File: src/rtl/ptt_pkg.sv
// Package: shared types and constants for the periodic timer table.
`default_nettype none
package ptt_pkg;
  localparam int SLOTS = 16;

  localparam logic [1:0] KIND_TICK   = 2'd0;
  localparam logic [1:0] KIND_SCHED  = 2'd1;
  localparam logic [1:0] KIND_CANCEL = 2'd2;
  localparam logic [1:0] KIND_NOP    = 2'd3;   // unknown kind, ignored

  localparam logic [2:0] EV_FIRED     = 3'd0;
  localparam logic [2:0] EV_DONE      = 3'd1;
  localparam logic [2:0] EV_SCHEDULED = 3'd2;
  localparam logic [2:0] EV_FULL      = 3'd3;
  localparam logic [2:0] EV_CANCELLED = 3'd4;
  localparam logic [2:0] EV_NOTFOUND  = 3'd5;

  typedef struct packed {
    logic        valid;
    logic [31:0] id;
    logic [23:0] interval;
    logic [31:0] deadline;
    logic [15:0] runs;
  } slot_t;

  // Op held for the whole scan and applied at the ring head as the slots rotate past.
  typedef struct packed {
    logic [1:0]  kind;
    logic [31:0] now;
    logic [31:0] new_id;
    logic [23:0] interval;
    logic [15:0] runs;
    logic [31:0] cancel_id;
    logic        done;     // schedule/cancel already matched a slot
  } op_t;

  typedef struct packed {
    logic        fire;
    logic [31:0] id;
    logic [15:0] runs_left;
  } cell_res_t;

  typedef enum logic [1:0] {ST_IDLE, ST_SCAN, ST_FINAL, ST_OUT} state_t;
endpackage
`default_nettype wire

File: src/rtl/ptt_cell.sv
// Cell: one slot register with the tick/schedule/cancel update for that slot.
`default_nettype none
module ptt_cell (
  input  wire logic            clk,
  input  wire logic            rst,
  input  wire logic            shift,
  input  wire logic            act,
  input  wire ptt_pkg::op_t    op,
  input  wire ptt_pkg::slot_t  slot_in,
  output ptt_pkg::slot_t       slot_out,
  output ptt_pkg::slot_t       slot_q,
  output ptt_pkg::cell_res_t   res,
  output logic                 hit
);
  ptt_pkg::slot_t cur;
  logic [31:0] diff;
  logic due;

  always_comb begin
    cur = slot_q;
    res = '0;
    hit = 1'b0;
    diff = op.now - slot_q.deadline;
    due = slot_q.valid && !diff[31];
    if (act) begin
      unique case (op.kind)
        ptt_pkg::KIND_TICK: begin
          if (due) begin
            cur.deadline = slot_q.deadline + {8'd0, slot_q.interval};
            res.fire = 1'b1;
            res.id = slot_q.id;
            if (slot_q.runs != 16'd0) begin
              cur.runs = slot_q.runs - 16'd1;
              res.runs_left = cur.runs;
              if (cur.runs == 16'd0) cur.valid = 1'b0;
            end
          end
        end
        ptt_pkg::KIND_SCHED: begin
          if (!op.done && !slot_q.valid) begin
            hit = 1'b1;
            cur.valid = 1'b1;
            cur.id = op.new_id;
            cur.interval = op.interval;
            cur.deadline = op.now + {8'd0, op.interval};
            cur.runs = op.runs;
          end
        end
        ptt_pkg::KIND_CANCEL: begin
          if (!op.done && slot_q.valid && slot_q.id == op.cancel_id) begin
            hit = 1'b1;
            cur.valid = 1'b0;
          end
        end
        default: ;
      endcase
    end
    slot_out = cur;
  end

  always_ff @(posedge clk) begin
    if (rst) slot_q.valid <= 1'b0;
    else if (shift) slot_q <= slot_in;
  end
endmodule
`default_nettype wire

File: src/rtl/periodic_task_timer_table.sv
// Top level: periodic timer table built as a rotating ring of slot cells.
// Tick: fired events stream out during the scan, then a tick-done result;
//   schedule/cancel: one result at the end of the scan.
// A new item is taken only in idle, once one full ring rotation through
//   the single active cell at the ring head has finished the last one.
// Reset (rst, synchronous): all slots invalid, now and next id zero, idle.
`default_nettype none
module periodic_task_timer_table (
  input  wire logic        clk,
  input  wire logic        rst,
  input  wire logic        in_valid,
  output logic             in_ready,
  input  wire logic [1:0]  kind,
  input  wire logic [23:0] interval_ms,
  input  wire logic [15:0] run_count,
  input  wire logic [31:0] cancel_id,
  output logic             out_valid,
  input  wire logic        out_ready,
  output logic [2:0]       event_res,
  output logic [31:0]      result_id,
  output logic [15:0]      runs_left,
  output logic             last
);
  localparam int CW = $clog2(ptt_pkg::SLOTS + 1);

  ptt_pkg::state_t state, state_next;
  ptt_pkg::op_t op;
  logic [31:0] now_ticks, next_id;
  logic [CW-1:0] cnt;

  // Ring: cell k feeds cell k+1, the last cell wraps to cell 0. Only cell 0
  // applies the op, so slots pass the head as cell 0, then cells SLOTS-1 down to 1.
  ptt_pkg::slot_t slot_q [ptt_pkg::SLOTS];
  ptt_pkg::slot_t slot_o [ptt_pkg::SLOTS];
  ptt_pkg::cell_res_t res [ptt_pkg::SLOTS];
  logic hit [ptt_pkg::SLOTS];
  logic shift;

  genvar g;
  generate
    for (g = 0; g < ptt_pkg::SLOTS; g++) begin : g_cell
      ptt_cell u_cell (
        .clk(clk), .rst(rst), .shift(shift), .act(g == 0),
        .op(op),
        .slot_in(slot_o[(g + ptt_pkg::SLOTS - 1) % ptt_pkg::SLOTS]),
        .slot_out(slot_o[g]), .slot_q(slot_q[g]), .res(res[g]), .hit(hit[g])
      );
    end
  endgenerate

  logic out_free;
  assign out_free = !out_valid || out_ready;
  // Stall the rotation while a fired event can't be staged.
  assign shift = (state == ptt_pkg::ST_SCAN) && (!res[0].fire || out_free);

  always_comb begin
    state_next = state;
    unique case (state)
      ptt_pkg::ST_IDLE:
        if (in_valid && kind != ptt_pkg::KIND_NOP) state_next = ptt_pkg::ST_SCAN;
      ptt_pkg::ST_SCAN:
        if (shift && cnt == CW'(ptt_pkg::SLOTS - 1)) state_next = ptt_pkg::ST_FINAL;
      ptt_pkg::ST_FINAL:
        if (out_free) state_next = ptt_pkg::ST_IDLE;
      default: state_next = ptt_pkg::ST_IDLE;
    endcase
  end

  always_comb begin
    in_ready = (state == ptt_pkg::ST_IDLE);
  end

  always_ff @(posedge clk) begin
    if (rst) begin
      state <= ptt_pkg::ST_IDLE;
      now_ticks <= '0;
      next_id <= '0;
      out_valid <= 1'b0;
      cnt <= '0;
    end else begin
      state <= state_next;
      if (state == ptt_pkg::ST_IDLE && in_valid) begin
        cnt <= '0;
        op.kind <= kind;
        op.interval <= interval_ms;
        op.runs <= run_count;
        op.cancel_id <= cancel_id;
        op.new_id <= next_id + 32'd1;
        op.done <= 1'b0;
        op.now <= (kind == ptt_pkg::KIND_TICK) ? now_ticks + 32'd1 : now_ticks;
        if (kind == ptt_pkg::KIND_TICK) now_ticks <= now_ticks + 32'd1;
      end
      if (shift) begin
        cnt <= cnt + CW'(1);
        if (hit[0]) op.done <= 1'b1;
      end
      // Output register: load a fired event, load the closing result, or drain.
      if (shift && res[0].fire) begin
        out_valid <= 1'b1;
        event_res <= ptt_pkg::EV_FIRED;
        result_id <= res[0].id;
        runs_left <= res[0].runs_left;
        last <= 1'b0;
      end else if (state == ptt_pkg::ST_FINAL && out_free) begin
        out_valid <= 1'b1;
        runs_left <= '0;
        last <= 1'b1;
        unique case (op.kind)
          ptt_pkg::KIND_TICK: begin
            event_res <= ptt_pkg::EV_DONE;
            result_id <= '0;
          end
          ptt_pkg::KIND_SCHED: begin
            if (op.done) begin
              event_res <= ptt_pkg::EV_SCHEDULED;
              result_id <= op.new_id;
              next_id <= op.new_id;
            end else begin
              event_res <= ptt_pkg::EV_FULL;
              result_id <= '0;
            end
          end
          default: begin
            if (op.done) begin
              event_res <= ptt_pkg::EV_CANCELLED;
              result_id <= op.cancel_id;
            end else begin
              event_res <= ptt_pkg::EV_NOTFOUND;
              result_id <= '0;
            end
          end
        endcase
      end else if (out_valid && out_ready) begin
        out_valid <= 1'b0;
      end
    end
  end
endmodule
`default_nettype wire

File: config.mk
export PLATFORM = sky130hd
export DESIGN_NAME = periodic_task_timer_table
export DESIGN_NICKNAME = d
export VERILOG_FILES = /design/src/rtl/ptt_pkg.sv /design/src/rtl/ptt_cell.sv /design/src/rtl/periodic_task_timer_table.sv
export SDC_FILE = /design/constraint.sdc
export NUM_CORES = 2
export LEC_CHECK = 0
export ABC_CLOCK_PERIOD_IN_PS = 77700
export BUFFER_PORTS_ARGS = -buffer_cell sky130_fd_sc_hd__clkbuf_2
export CELL_PAD_IN_SITES_DETAIL_PLACEMENT = 1
export CELL_PAD_IN_SITES_GLOBAL_PLACEMENT = 2
export CORE_UTILIZATION = 40
export CTS_BUF_LIST = sky130_fd_sc_hd__clkbuf_16
export DETAILED_ROUTE_END_ITERATION = 6
export PLACE_DENSITY_LB_ADDON = 0.1
export SYNTH_ARGS = -nofsm -noshare
export SYNTH_HDL_FRONTEND = slang
export SYNTH_SLANG_ARGS = --single-unit
File: constraint.sdc
create_clock -name clk -period 77.7 [get_ports clk]
set_input_delay 7.77 -clock clk [delete_from_list [all_inputs] [get_ports clk]]
set_output_delay 7.77 -clock clk [all_outputs]
set_load 0.03 [all_outputs]
==> parameters.txt <==
Parameter                              Value

Hold path
  Cell depth of the worst min-delay path ... 0
  Sink of the worst hold path ... g_cell[5].u_cell.slot_q[59]$_DFFE_PP_
  Hold path start ... g_cell[4].u_cell.slot_q[59]$_DFFE_PP_
  Worst min path class ... flop to flop

Die
  Total Die Area ... 169,000 um^2
  Initial core utilization ... 0.404
  Die H ... 411 um
  Row count ... 149
  I/O pin total ... 132
  Area of the core region ... 165,000 um^2
  Die Span X ... 411 um

Layout
  Sequential cell area ... 57,500 um^2
  Net total in the final layout ... 3,971
  Layout cells sized above 1 ... 0.122
  Fill count ... 15,400
  Number of cells in the finished layout apart from fillers ... 6,156
  Area of combinational cells with multiple inputs ... 8770 um^2
  Synthesis-to-layout area growth ... 14.8%

Setup path
  Critical-path maximum fanout ... 170
  Arrival @ worst endpoint ... 11.86 ns
  Reg2Reg Launch Point ... g_cell[0].u_cell.slot_q[40]$_DFFE_PP_
  Crit start category ... input pin
  Crit-path slowest cell ... sky130_fd_sc_hd__buf_4
  Required time of the critical path ... 78.10 ns
  Worst R2R Path Depth ... 14
  Reg-to-reg endpoint ... g_cell[3].u_cell.slot_q[58]$_DFFE_PP_
  Ordered list of cells on the worst path ... clkbuf_2, nand2b_1, o21ai_1, buf_4, nor2_4, buf_4, buf_4, buf_4, buf_12
  Kind of critical path ... input pin to flop
  Maximum single-stage delay on the critical path ... 0.89 ns
  Flop2flop setup slack ... 70.62 ns
  Launch point of the critical path ... out_ready
  Most common cell on crit path ... sky130_fd_sc_hd__buf_4
  Worst Setup End Kind ... flop

Routing
  Number of search-and-repair iterations in the first detailed-routing pass ... 7
  Count of vias placed by the detailed router ... 30,400
  DRT Wirelength ... 130 mm
  Residual DRC count ... 4
  Via density per instance ... 4.93
  Avg WL per Cell ... 21.1 um
  Number of antenna-violating nets in the routed design ... 0
  First-iteration detailed-routing DRC count ... 2,274

Synth
  Fraction of synthesis flops using an asynchronous set or reset pin ... 0
  Post-synthesis sequential area ratio ... 0.861
  Synth warnings ... 0
  Yosys reg bits ... 1,943
  Number of cells produced by synthesis ... 3,514
  Cell area after technology mapping ... 66,800 um^2
  Avg Inst Size Synth ... 19.0 um^2
  Commonest cells in the synthesized netlist ... sky130_fd_sc_hd__edfxtp_1 (1,855), sky130_fd_sc_hd__nand2_1 (430), sky130_fd_sc_hd__a21oi_1 (133), sky130_fd_sc_hd__xor2_1 (94), sky130_fd_sc_hd__nor2_1 (92)
  Number of enable flip-flop cells after synthesis ... 1,855
  Largest area contributor in the synthesized netlist ... sky130_fd_sc_hd__edfxtp_1
  Cell types with the largest area share after synthesis ... sky130_fd_sc_hd__edfxtp_1 (83%), sky130_fd_sc_hd__dfxtp_1 (2.6%), sky130_fd_sc_hd__nand2_1 (2.4%), sky130_fd_sc_hd__ha_1 (1.7%), sky130_fd_sc_hd__xor2_1 (1.2%)
  Most used flip-flop cell after synthesis ... sky130_fd_sc_hd__edfxtp_1
  Number of unique standard cell types used by synthesis ... 75
  Leading cell type by number of instances after synthesis ... sky130_fd_sc_hd__edfxtp_1
  Share of Yosys cell area claimed by the top area cell type ... 0.834
  Total nets after synthesis ... 3,683

CTS
  Clock tree from TritonCTS ... built
  Number of hold-repair buffers added at the cts stage ... 0
  Max Root-Sink Buffers ... 3
  Clk sink count ... 1,943
  Number of buffers inserted to repair setup after CTS ... 0
  Root Driver ... sky130_fd_sc_hd__clkbuf_16
  H-tree level count ... 4
  Clock transition time at the flip-flop clock pins of the worst setup and hold paths ... 0.06 ns
  # resized after CTS ... 0
  Clk Latency, worst-skew pair ... 0.80 ns
  Number of buffers inserted during clock tree synthesis ... 199

Timing
  Pin slew with the least headroom to its limit ... 1.18 ns
  Max-slew violations ... 0
  Clock skew after layout ... 0.0224 ns
  Setup violation total in the final timing report ... 0
  Setup repair after global routing missed its margin ... false
  Headroom to the max-slew limit ... 0.208
  Final Hold Vio Count ... 0
  Period Utilization, post-route ... 0.147
  Period minus WS final ... 11.46 ns
  Final TNS setup ... 0 ns
  Maximum clock frequency ... 0.0873 GHz

Placement
  Input/output buffers ... 131
  Final weighted congestion in routability-driven placement ... 0.817
  Number of placed instances, taps included ... 5,790
  Post-detail-place hpwl ... 78.6 mm

Global route
  Overall track demand over capacity in global routing ... 0.156
  Sum of overflow across all layers after global routing ... 0
  Wire length of the first global-routing pass ... 199 mm
  Antenna violations before repair ... 6
  Via count of the first global-routing pass ... 32,000
  Maximum number of pins on one net before global-route repair ... 207

Run status
  Violated checks ... design-rule violations
  Status ... finished with violations

Power and ir drop
  Standby leakage power ... 25.9 nW
  Power per standard cell area ... 28.4 nW/um^2
  Worst-case vdd ir drop ... 0.0221 mV

Job
  Maximum Capacitance Violations ... 0
[worst max path at each step]
stage / slack, ns / cells past startpoint / end
after floorplan: 23.33 / 5 / cnt[0]$_SDFFE_PP0P_
after global placement: 65.50 / 9 / g_cell[0].u_cell.slot_q[25]$_DFFE_PP_
after detailed placement: 65.33 / 9 / g_cell[0].u_cell.slot_q[55]$_DFFE_PP_
after CTS: 66.27 / 9 / g_cell[15].u_cell.slot_q[25]$_DFFE_PP_
after global routing: 65.90 / 9 / g_cell[4].u_cell.slot_q[58]$_DFFE_PP_
final: 66.24 / 9 / g_cell[3].u_cell.slot_q[58]$_DFFE_PP_
[critical path, delay by kind of cell]
| family | cells | cell delay [ns] |
|---|---|---|
| buf+inv | 6 | 3.36 |
| simple gates | 2 | 0.26 |
| compound gates | 1 | 0.08 |
[cells in the final DEF (no fill, tap or decap), types with 46 or more instances in the layout]
| cell type | n |
|---|---|
| sky130_fd_sc_hd__edfxtp_1 | 1855 |
| sky130_fd_sc_hd__nand2_1 | 429 |
| sky130_fd_sc_hd__clkbuf_16 | 206 |
| sky130_fd_sc_hd__a21oi_1 | 133 |
| sky130_fd_sc_hd__clkbuf_2 | 130 |
| sky130_fd_sc_hd__inv_1 | 110 |
| sky130_fd_sc_hd__xor2_1 | 94 |
| sky130_fd_sc_hd__nor2_1 | 88 |
| sky130_fd_sc_hd__ha_1 | 88 |
| sky130_fd_sc_hd__dfxtp_1 | 88 |
| sky130_fd_sc_hd__o21ai_0 | 86 |
| sky130_fd_sc_hd__xnor2_1 | 85 |
| sky130_fd_sc_hd__nand3_1 | 56 |
| sky130_fd_sc_hd__clkinv_1 | 46 |
[logic make-up after synthesis]
logic type | count (synthesis) | synth area share
flops | 1943 | 0.861
simple gates | 727 | 0.0485
compound gates | 409 | 0.0397
xor+xnor | 179 | 0.0235
buf+inv | 156 | 0.00905
fa+ha+maj | 91 | 0.0173
mux | 9 | 0.00144
[layout make-up]
type | count | area share
Inverter | 72 | 0.00352
Clock buffer | 206 | 0.0672
Antenna cell | 1 | 0.0000326
Clock inverter | 159 | 0.0164
Sequential cell | 1943 | 0.749
Timing Repair Buffer | 171 | 0.0133
Tap cell | 2189 | 0.0357
Multi-Input combinational cell | 1415 | 0.114
[flip-flops by register name (all words and copies together) (netlist names)]
name / flops
out_valid: 1
runs_left: 16
state: 2
now_ticks: 32
event_res: 3
cnt: 5
next_id: 32
op: 139
last: 1
result_id: 32
g_cell.u_cell.slot_q: 1680
[layer usage]
layer / vias up / global-route usage / wire length [um] / part of all wire
met1: 15600 / 0.220 / 60900 / 0.47
met4: 8 / 0.0566 / 3770 / 0.029
met2: 492 / 0.240 / 60500 / 0.47
li1: 14000 / - / - / -
met3: 249 / 0.0303 / 4830 / 0.037
met5: - / 0 / 50 / 0.00038
[through the flow]
stage | setup WS [ns] | total power, mW | hold slack [ns] | cell area, um^2 | util
2_1_floorplan | 23.33 | 1.30 | 0.400 | 66800 | -
3_3_place_gp | 65.50 | 1.27 | 0.400 | 70300 | 0.425
3_5_place_dp | 65.33 | 1.27 | 0.405 | 70300 | 0.425
4_1_cts | 66.27 | 2.21 | 0.394 | 76700 | 0.464
5_1_grt | 65.90 | 2.25 | 0.402 | 76700 | 0.464
6_report | 66.24 | 2.17 | 0.409 | 76700 | 0.464
[power breakdown]
part	total, mW	internal, mW	switching [mW]
combinational	0.0514	0.0127	0.0387
sequential	1.19	1.18	0.0130
clock	0.927	0.541	0.387
Note: power is estimated with default switching activity, not from simulation.
